==> src/rtl/str_pkg.sv <==
// Shared types and constants for the stepper trapezoid ramp generator.
package str_pkg;

    // Dividend, divisor and period-denominator widths of the shared divider path
    localparam int NUM_W = 48;
    localparam int DIV_W = 32;
    localparam int DEN_W = 50;
    localparam int PROD_W = 49;

    // Period loaded for a move of one single step
    localparam logic [15:0] SINGLE_DLY = 16'd20;

    typedef enum logic [1:0] {
        PH_STOP  = 2'd0,
        PH_ACCEL = 2'd1,
        PH_RUN   = 2'd2,
        PH_DECEL = 2'd3
    } phase_t;

    // Datapath operations issued by the controller
    typedef enum logic [4:0] {
        OP_NONE,
        OP_LOAD,
        OP_SINGLE,
        OP_DEN_SPD,
        OP_DIV_DEN,
        OP_SET_FLOOR,
        OP_DIV_SPAN_ACC,
        OP_SET_MAXLIM,
        OP_MUL_MAG,
        OP_DIV_PROD,
        OP_SET_ACCLIM,
        OP_BRAKE_ACC,
        OP_DIV_SPAN_DEC,
        OP_BRAKE_DEC,
        OP_T_STEP,
        OP_MUL_ACC,
        OP_DEN_ACC,
        OP_ACC_END,
        OP_RUN_END,
        OP_DIV_FLOOR1,
        OP_MUL_DEC,
        OP_DEN_DEC,
        OP_DEC_END
    } dp_op_t;

    typedef struct packed {
        dp_op_t op;
    } ctrl_cmd_t;

    typedef struct packed {
        logic   func;
        logic   mag_zero;
        logic   mag_one;
        phase_t phase_eff;
        logic   den_ok;
        logic   acc_le_max;
        logic   div_busy;
    } dp_stat_t;

endpackage

==> src/rtl/str_ctrl.sv <==
// Ramp controller: sequences the datapath through one item at a time.
module str_ctrl import str_pkg::*; (
    input  logic      aclk,
    input  logic      aresetn,
    input  logic      s_valid,
    output logic      s_ready,
    output logic      m_valid,
    input  logic      m_ready,
    input  dp_stat_t  stat,
    output ctrl_cmd_t cmd
);

    typedef enum logic [4:0] {
        ST_IDLE,
        ST_DISPATCH,
        ST_DLY_START,
        ST_WAIT,
        ST_C_FLOOR,
        ST_C_DIV_ACC,
        ST_C_MAXLIM,
        ST_C_MUL,
        ST_C_DIV_Q,
        ST_C_ACCLIM,
        ST_C_CMP,
        ST_C_BRAKE_DEC,
        ST_T_ACC_MUL,
        ST_T_ACC_DEN,
        ST_T_ACC_END,
        ST_T_RUN_END,
        ST_T_DEC_DIV,
        ST_T_DEC_MUL,
        ST_T_DEC_DEN,
        ST_T_DEC_END,
        ST_DONE
    } state_t;

    state_t state_reg, state_next;
    state_t ret_reg, ret_next;

    // Decode next state and datapath operation
    always_comb begin
        state_next = state_reg;
        ret_next   = ret_reg;
        cmd.op     = OP_NONE;
        case (state_reg)
            ST_IDLE: begin
                if (s_valid) begin
                    cmd.op     = OP_LOAD;
                    state_next = ST_DISPATCH;
                end
            end
            ST_DISPATCH: begin
                if (!stat.func) begin
                    if (stat.mag_zero) begin
                        state_next = ST_DONE;
                    end else if (stat.mag_one) begin
                        cmd.op     = OP_SINGLE;
                        state_next = ST_DONE;
                    end else begin
                        cmd.op     = OP_DEN_SPD;
                        ret_next   = ST_C_FLOOR;
                        state_next = ST_DLY_START;
                    end
                end else begin
                    cmd.op = OP_T_STEP;
                    case (stat.phase_eff)
                        PH_ACCEL: state_next = ST_T_ACC_MUL;
                        PH_RUN:   state_next = ST_T_RUN_END;
                        PH_DECEL: state_next = ST_T_DEC_DIV;
                        default:  state_next = ST_DONE;
                    endcase
                end
            end
            ST_DLY_START: begin
                if (stat.den_ok) begin
                    cmd.op     = OP_DIV_DEN;
                    state_next = ST_WAIT;
                end else begin
                    state_next = ret_reg;
                end
            end
            ST_WAIT: begin
                if (!stat.div_busy) begin
                    state_next = ret_reg;
                end
            end
            ST_C_FLOOR: begin
                cmd.op     = OP_SET_FLOOR;
                state_next = ST_C_DIV_ACC;
            end
            ST_C_DIV_ACC: begin
                cmd.op     = OP_DIV_SPAN_ACC;
                ret_next   = ST_C_MAXLIM;
                state_next = ST_WAIT;
            end
            ST_C_MAXLIM: begin
                cmd.op     = OP_SET_MAXLIM;
                state_next = ST_C_MUL;
            end
            ST_C_MUL: begin
                cmd.op     = OP_MUL_MAG;
                state_next = ST_C_DIV_Q;
            end
            ST_C_DIV_Q: begin
                cmd.op     = OP_DIV_PROD;
                ret_next   = ST_C_ACCLIM;
                state_next = ST_WAIT;
            end
            ST_C_ACCLIM: begin
                cmd.op     = OP_SET_ACCLIM;
                state_next = ST_C_CMP;
            end
            ST_C_CMP: begin
                if (stat.acc_le_max) begin
                    cmd.op     = OP_BRAKE_ACC;
                    state_next = ST_DONE;
                end else begin
                    cmd.op     = OP_DIV_SPAN_DEC;
                    ret_next   = ST_C_BRAKE_DEC;
                    state_next = ST_WAIT;
                end
            end
            ST_C_BRAKE_DEC: begin
                cmd.op     = OP_BRAKE_DEC;
                state_next = ST_DONE;
            end
            ST_T_ACC_MUL: begin
                cmd.op     = OP_MUL_ACC;
                state_next = ST_T_ACC_DEN;
            end
            ST_T_ACC_DEN: begin
                cmd.op     = OP_DEN_ACC;
                ret_next   = ST_T_ACC_END;
                state_next = ST_DLY_START;
            end
            ST_T_ACC_END: begin
                cmd.op     = OP_ACC_END;
                state_next = ST_DONE;
            end
            ST_T_RUN_END: begin
                cmd.op     = OP_RUN_END;
                state_next = ST_DONE;
            end
            ST_T_DEC_DIV: begin
                cmd.op     = OP_DIV_FLOOR1;
                ret_next   = ST_T_DEC_MUL;
                state_next = ST_WAIT;
            end
            ST_T_DEC_MUL: begin
                cmd.op     = OP_MUL_DEC;
                state_next = ST_T_DEC_DEN;
            end
            ST_T_DEC_DEN: begin
                cmd.op     = OP_DEN_DEC;
                ret_next   = ST_T_DEC_END;
                state_next = ST_DLY_START;
            end
            ST_T_DEC_END: begin
                cmd.op     = OP_DEC_END;
                state_next = ST_DONE;
            end
            ST_DONE: begin
                if (m_ready) begin
                    state_next = ST_IDLE;
                end
            end
            default: state_next = ST_IDLE;
        endcase
    end

    // Hold state and the result-valid flag
    always_ff @(posedge aclk) begin
        if (!aresetn) begin
            state_reg <= ST_IDLE;
            ret_reg   <= ST_IDLE;
            m_valid   <= 1'b0;
        end else begin
            state_reg <= state_next;
            ret_reg   <= ret_next;
            m_valid   <= (state_next == ST_DONE);
        end
    end

    assign s_ready = (state_reg == ST_IDLE);

endmodule

==> config.mk <==
export PLATFORM = sky130hd
export DESIGN_NAME = str_ctrl
export DESIGN_NICKNAME = d
export VERILOG_FILES = /design/src/rtl/str_pkg.sv /design/src/rtl/str_ctrl.sv
export SDC_FILE = /design/constraint.sdc
export NUM_CORES = 1
export LEC_CHECK = 0
export BUFFER_PORTS_ARGS = -buffer_cell sky130_fd_sc_hd__buf_2
export CORE_ASPECT_RATIO = 1.4
export CORE_UTILIZATION = 50
export CTS_CLUSTER_DIAMETER = 30
export CTS_CLUSTER_SIZE = 28
export DETAILED_ROUTE_END_ITERATION = 10
export PLACE_DENSITY = 0.72
export SYNTH_ARGS = -nofsm -noshare
export SYNTH_HDL_FRONTEND = slang
export SYNTH_SLANG_ARGS = --single-unit
==> constraint.sdc <==
create_clock -name aclk -period 2.55 [get_ports aclk]
set_clock_uncertainty 0.15 [all_clocks]
set_input_delay 0.1275 -clock aclk [delete_from_list [all_inputs] [get_ports aclk]]
set_output_delay 0.1275 -clock aclk [all_outputs]
set_load 0.01 [all_outputs]
### Yosys cells after proc, flatten, opt, wreduce, memory -nomap -nowiden

Cells that the tools add are included.

| storage, ports and cells | value |
|---|---|
| register bits | 11 |
| output and inout bits | 7 |
| word-level logic and storage cells | 59 |

| cells by class | value |
|---|---|
| eq/ne operators | 28 |
| multiplexer cells | 22 |
| reductions and logical operators | 6 |

Operators with widths:

| kind | count |
|---|---|
| one-hot mux 5 bit (19 select lines) | 1 |
| one-hot mux 5 bit (15 select lines) | 1 |
| two-way mux 5 bit | 13 |
| equality test 5 x 4 -> 1 bit, second input constant | 8 |
| one-hot mux 5 bit (7 select lines) | 1 |
| equality test 5 bit, second input constant | 6 |
| equality test 5 x 3 -> 1 bit, second input constant | 4 |
| one-hot mux 5 bit (3 select lines) | 1 |
| equality test 5 x 2 -> 1 bit, second input constant | 2 |
| inequality test 2 bit, second input constant | 4 |
| nonzero test 7 bit | 1 |
| two-way mux 3 bit | 2 |
| equality test 5 x 1 -> 1 bit, second input constant | 1 |
| zero test 5 bit | 1 |
| AND reduction 5 bit | 1 |
| equality test 2 bit, second input constant | 2 |
| OR reduction 4 bit | 1 |
| OR reduction 3 bit | 1 |
| equality test 2 x 1 -> 1 bit, second input constant | 1 |
| two-way mux 1 bit | 2 |
| two-way mux 2 bit | 1 |
| OR reduction 2 bit | 1 |

### Depth between registers and ports, before layout

| depth | value |
|---|---|
| depth in word-level cells | 5 |
| gate-level depth with buffers | 8 |
| depth with buffers taken out | 7 |

### Worst setup path before layout

Ideal clock, no wire load.

| timing | value |
|---|---|
| kind | register to output |
| from | reg state_reg[2] |
| to | out cmd[2] in the netlist's numbering |
| arrival time | 1537 ps |
| data required time | 2273 ps |
| slack | 736 ps |
| stages on the path, launching flop included | 9 |
| path buffers | 4 |
| cell sequence | dfxtp_1 -> buf_6 -> buf_2 -> buf_2 -> buf_2 -> a21oi_1 -> a211oi_1 -> a21oi_1 -> o21ai_0 |

RTL lines:

| what | line | RTL |
|---|---|---|
| start: declaration | str_ctrl.sv:37 | `state_t state_reg, state_next;` |
| start signal: assignment | str_ctrl.sv:178 | `state_reg <= state_next;` |
| end: declaration | str_ctrl.sv:10 | `output ctrl_cmd_t cmd` |

==> results.md <==
Timing:
- Timing would allow up to 0.404 GHz.
- The worst path in the final design needs a cycle of 2480 ps, including I/O delays and setup.
- The hold violation count in the final report is 0.
- The pin slew with the least headroom to its limit is 691 ps.
- The worst-case headroom to the max-slew limit is 53.9%.
- The worst hold slack is 277 ps.
- The final critical path takes up 97.2% of the cycle.
- The sum of negative setup slack is 0 ps.
- Setup repair after global routing left no endpoint under its margin.
- Setup violations remaining at the end of the flow were counted as 0.
- The final max-slew violation count was 0.

Route:
- The count of routing violations after the opening detailed-route iteration is 89.
- In the routed design, unresolved DRC markers number 0.
- Dividing the detail-routed via count by the number of cells gives 6.65.
- The via count is 1329.
- In the final routed layout, each cell accounts on average for 16.7 um.
- Wires add up to 3340 um.
- The pre-antenna-repair detailed-routing pass consisted of 4 iterations.
- The number of nets with antenna violations after detailed routing is 0.

Critical path:
- The critical path start-end classification is reg2out.
- For this run, the slowest stage of the critical path takes 630 ps.
- Broken down by cell family, the worst path's largest delay share belongs to simple AND/OR/NAND/NOR gates.
- The slowest stage cell on the critical path is dfxtp_1.
- The type of origin of the critical path is a register.
- Data on the critical path arrives at its endpoint at 2200 ps.
- The buffering stage count on the worst path with inverters included is 1.
- The kind of capture point of the worst setup path is a primary output.
- For the worst setup path, the data required time is 2270 ps.
- The signal on the critical path passes through or4b_4 -> nor3b_1 -> or3_1 -> buf_2.
- The top fanout value on the critical path is 12.

Die:
- The full die area is 2590 sq um.
- The floorplan die width is 43.3 um.
- The starting density of the core is 54.1%.
- The die height is 59.8 um.
- The area inside the core boundary is 2200 sq um.
- 19 I/O pins were placed.
- The number of cell rows is 20.

Logic synthesis:
- The mean instance size in the synthesized netlist is 7.45 sq um.
- The share of the synthesized area in the top cell type is 18.5%.
- In the synthesized netlist the dominant register cell turns out to be dfxtp_1.
- The number of standard cells after synthesis is 160.
- The cell area that synthesis handed to floorplanning was 1190 sq um.
- The complex-gate fraction of the synthesized area is 31.1%.
- The mux contribution to synthesized area is 1.78%.
- The synthesized netlist contains 56 unique library cells.
- The sequential area share after synthesis is 18.5%.
- The leading area contributor after synthesis is dfxtp_1.
- In this run, synthesis inferred 0 flip-flops with an integrated enable.
- The Yosys warning count is 0.
- The synthesis-stage register bit count is 11.
- The post-synthesis share of cell area spent on and, or, nand and nor gates is 35.8%.
- After synthesis, the largest family of logic cells by area is simple AND/OR/NAND/NOR gates.
- By area the synthesized netlist is led by dfxtp_1 18%, a21oi_1 5.5%, nand2b_1 5.2%, nor2_1 4.1%, buf_2 3.4%.
- Of the total synthesized cell area, the portion taken by XOR and XNOR cells is 1.47%.
- The fraction of registers with async set or reset after synthesis is 0%.
- The net count of the mapped netlist is 174.
- The adder and majority cell fraction of the synthesized area is 2.10%.

Clocking:
- The number of H-tree levels is 1.
- The CTS buffer count is 3.
- The post-CTS repair timing setup buffer count is 0.
- The tree built by TritonCTS fans out to 11 sinks.
- At the later pin of the worst-skew pair, clock insertion delay measures 270 ps.
- The CTS clock-pin slew for the worst setup and hold paths is 80 ps.
- The count of instances resized after the clock tree is built is 0.
- The root buffer cell is clkbuf_4.
- No sink is reached through more buffers than the 2 on the longest clock path.
- TritonCTS built the clock tree.

GRT:
- The number of antenna violations at the first check in global routing is 0.
- The maximum number of pins on one net before global-route repair is 24.
- The number of global-route vias before repair is 1228.
- For this run the aggregate overflow at the end of global routing stands at 0.
- The wire length of the first global-routing pass is 5460 um.
- Global routing used 27.5% of the available tracks.

Pwr:
- The cell leakage power is 0.523 nW.
- Summing internal, switching and leakage power gives 0.00142 W.
- The cell area power density is 1050 nW/um^2.
- Across the VDD grid, the largest voltage drop is 580 uV.

Final layout:
- The post-route netlist has 23.0% of its cells at a drive strength greater than 1.
- The area growth from synthesis to layout is 13.4%.
- The layout filler cell count is 206.
- The post-route non-filler standard cell count is 200.
- The count of inserted antenna diode cells is 0.
- The number of nets in the layout is 193.

Min path:
- The path category of the worst min-delay check is in2reg.

Run:
- The tool flagged a number of max-cap violations equal to 0.

Placed design:
- Input and output buffers added on the ports amount to 18.
- At the end of routability-driven placement, the weighted congestion stood at 0.904.
- The number of placed instances, taps included, is 195.
- The half-perimeter wire length after detailed placement is 2540 um.

Outcome:
- The flow ran to the end, and the final reports show no timing, DRC or antenna violations.
## stage by stage
step                area (sq um)  setup WS, ps  utilization [%]
floorplan                   1190           736                -
global placement            1320           321             59.8
detailed placement          1320           249             59.8
CTS                         1350           137             61.4
global route                1350          24.2             61.4
finish                      1350          72.0             61.4
## tightest hold or removal path, cell delays in order
cell and delay [ps]:
buf_2 70, or4b_1 110, a21oi_1 80, a21oi_1 160
a21oi_2 90
## power by group
part,leakage (nW),internal [W],total [W],switching (W)
Sequential,0.0896,0.000214,0.000339,0.000124
Combinational,0.418,0.000435,0.000963,0.000528
Clock,0.0150,0.0000604,0.000119,0.0000586
Total,0.523,0.000710,0.00142,0.000711
## placed cells by master, fill, tap and decap left out, drive strengths merged, types with 2 or more instances in the layout
| master | synthesis | routed |
|---|---|---|
| a211o | 3 | 3 |
| a21boi | 2 | 2 |
| a21o | 2 | 2 |
| a21oi | 14 | 14 |
| a221o | 2 | 2 |
| and4 | 2 | 2 |
| buf | 12 | 28 |
| clkbuf | 3 | 4 |
| dfxtp | 11 | 11 |
| ha | 2 | 2 |
| inv | 8 | 8 |
| nand2 | 10 | 10 |
| nand2b | 10 | 10 |
| nand3 | 2 | 2 |
| nand3b | 3 | 3 |
| nor2 | 13 | 13 |
| nor2b | 6 | 6 |
| nor3 | 6 | 6 |
| nor3b | 5 | 5 |
| nor4 | 4 | 4 |
| o211ai | 2 | 2 |
| o21ai | 5 | 5 |
| o21bai | 2 | 2 |
| o2bb2ai | 3 | 3 |
| o32ai | 3 | 3 |
| or3 | 3 | 3 |
| or4b | 2 | 2 |
| xor2 | 2 | 2 |
## layer usage
metal	share of wire [%]	GRT usage, %	vias to the layer above	wire length [um]
li1	-	-	625	-
met1	41	31.5	616	1380
met2	47	44.6	68	1590
met3	6.5	4.23	20	217
met4	4.9	22.1	0	164
met5	0	0	-	0
## cells by family (layout without fill, tap and decap cells)
| kind of cell | Yosys count | count (layout) |
|---|---|---|
| and+or+nand+nor | 72 | 72 |
| AOI/OAI and AO/OA | 48 | 48 |
| buffers and inverters | 23 | 41 |
| DFF | 11 | 11 |
| adders and majority gates | 2 | 2 |
| xor gates and xnor gates | 2 | 2 |
| muxes | 2 | 2 |
## worst paths after layout
check	startpoint	to	slack, ps	cells after the start
worst min-delay path	m_ready	state_reg[4]$_SDFF_PN0_	280	5
worst min register to register	ret_reg[0]$_SDFFE_PN0P_	ret_reg[0]$_SDFFE_PN0P_	320	2
worst max-delay path	state_reg[0]$_SDFF_PN0_	cmd[0]	70	4
worst max register to register	state_reg[2]$_SDFF_PN0_	m_valid$_SDFF_PN0_	140	5
## layout make-up
type                    count  area (sq um)  share of cell area (%)
clock buffers               4          26.3                    1.94
inverters                   8          30.0                    2.22
multi-input cells         126           861                    63.6
flip-flops and latches     11           220                    16.3
well taps                  22          27.5                    2.04
repair buffers             29           188                    13.9
## cells in the mapped netlist (all sizes together) (3+ instances only)
cell type	n
o32ai	3
nor3b	5
nor2	13
o2bb2ai	3
o21ai	5
nand2b	10
or3	3
a211o	3
nor4	4
a21oi	14
nor3	6
nand2	10
dfxtp	11
clkbuf	3
inv	8
nor2b	6
nand3b	3
buf	12
## repair_timing
item,CTS,global route
hold buffers,1,0
setup endpoints to repair,0,0
hold endpoints to repair,1,0
Note: power is estimated with default switching activity, not from simulation.
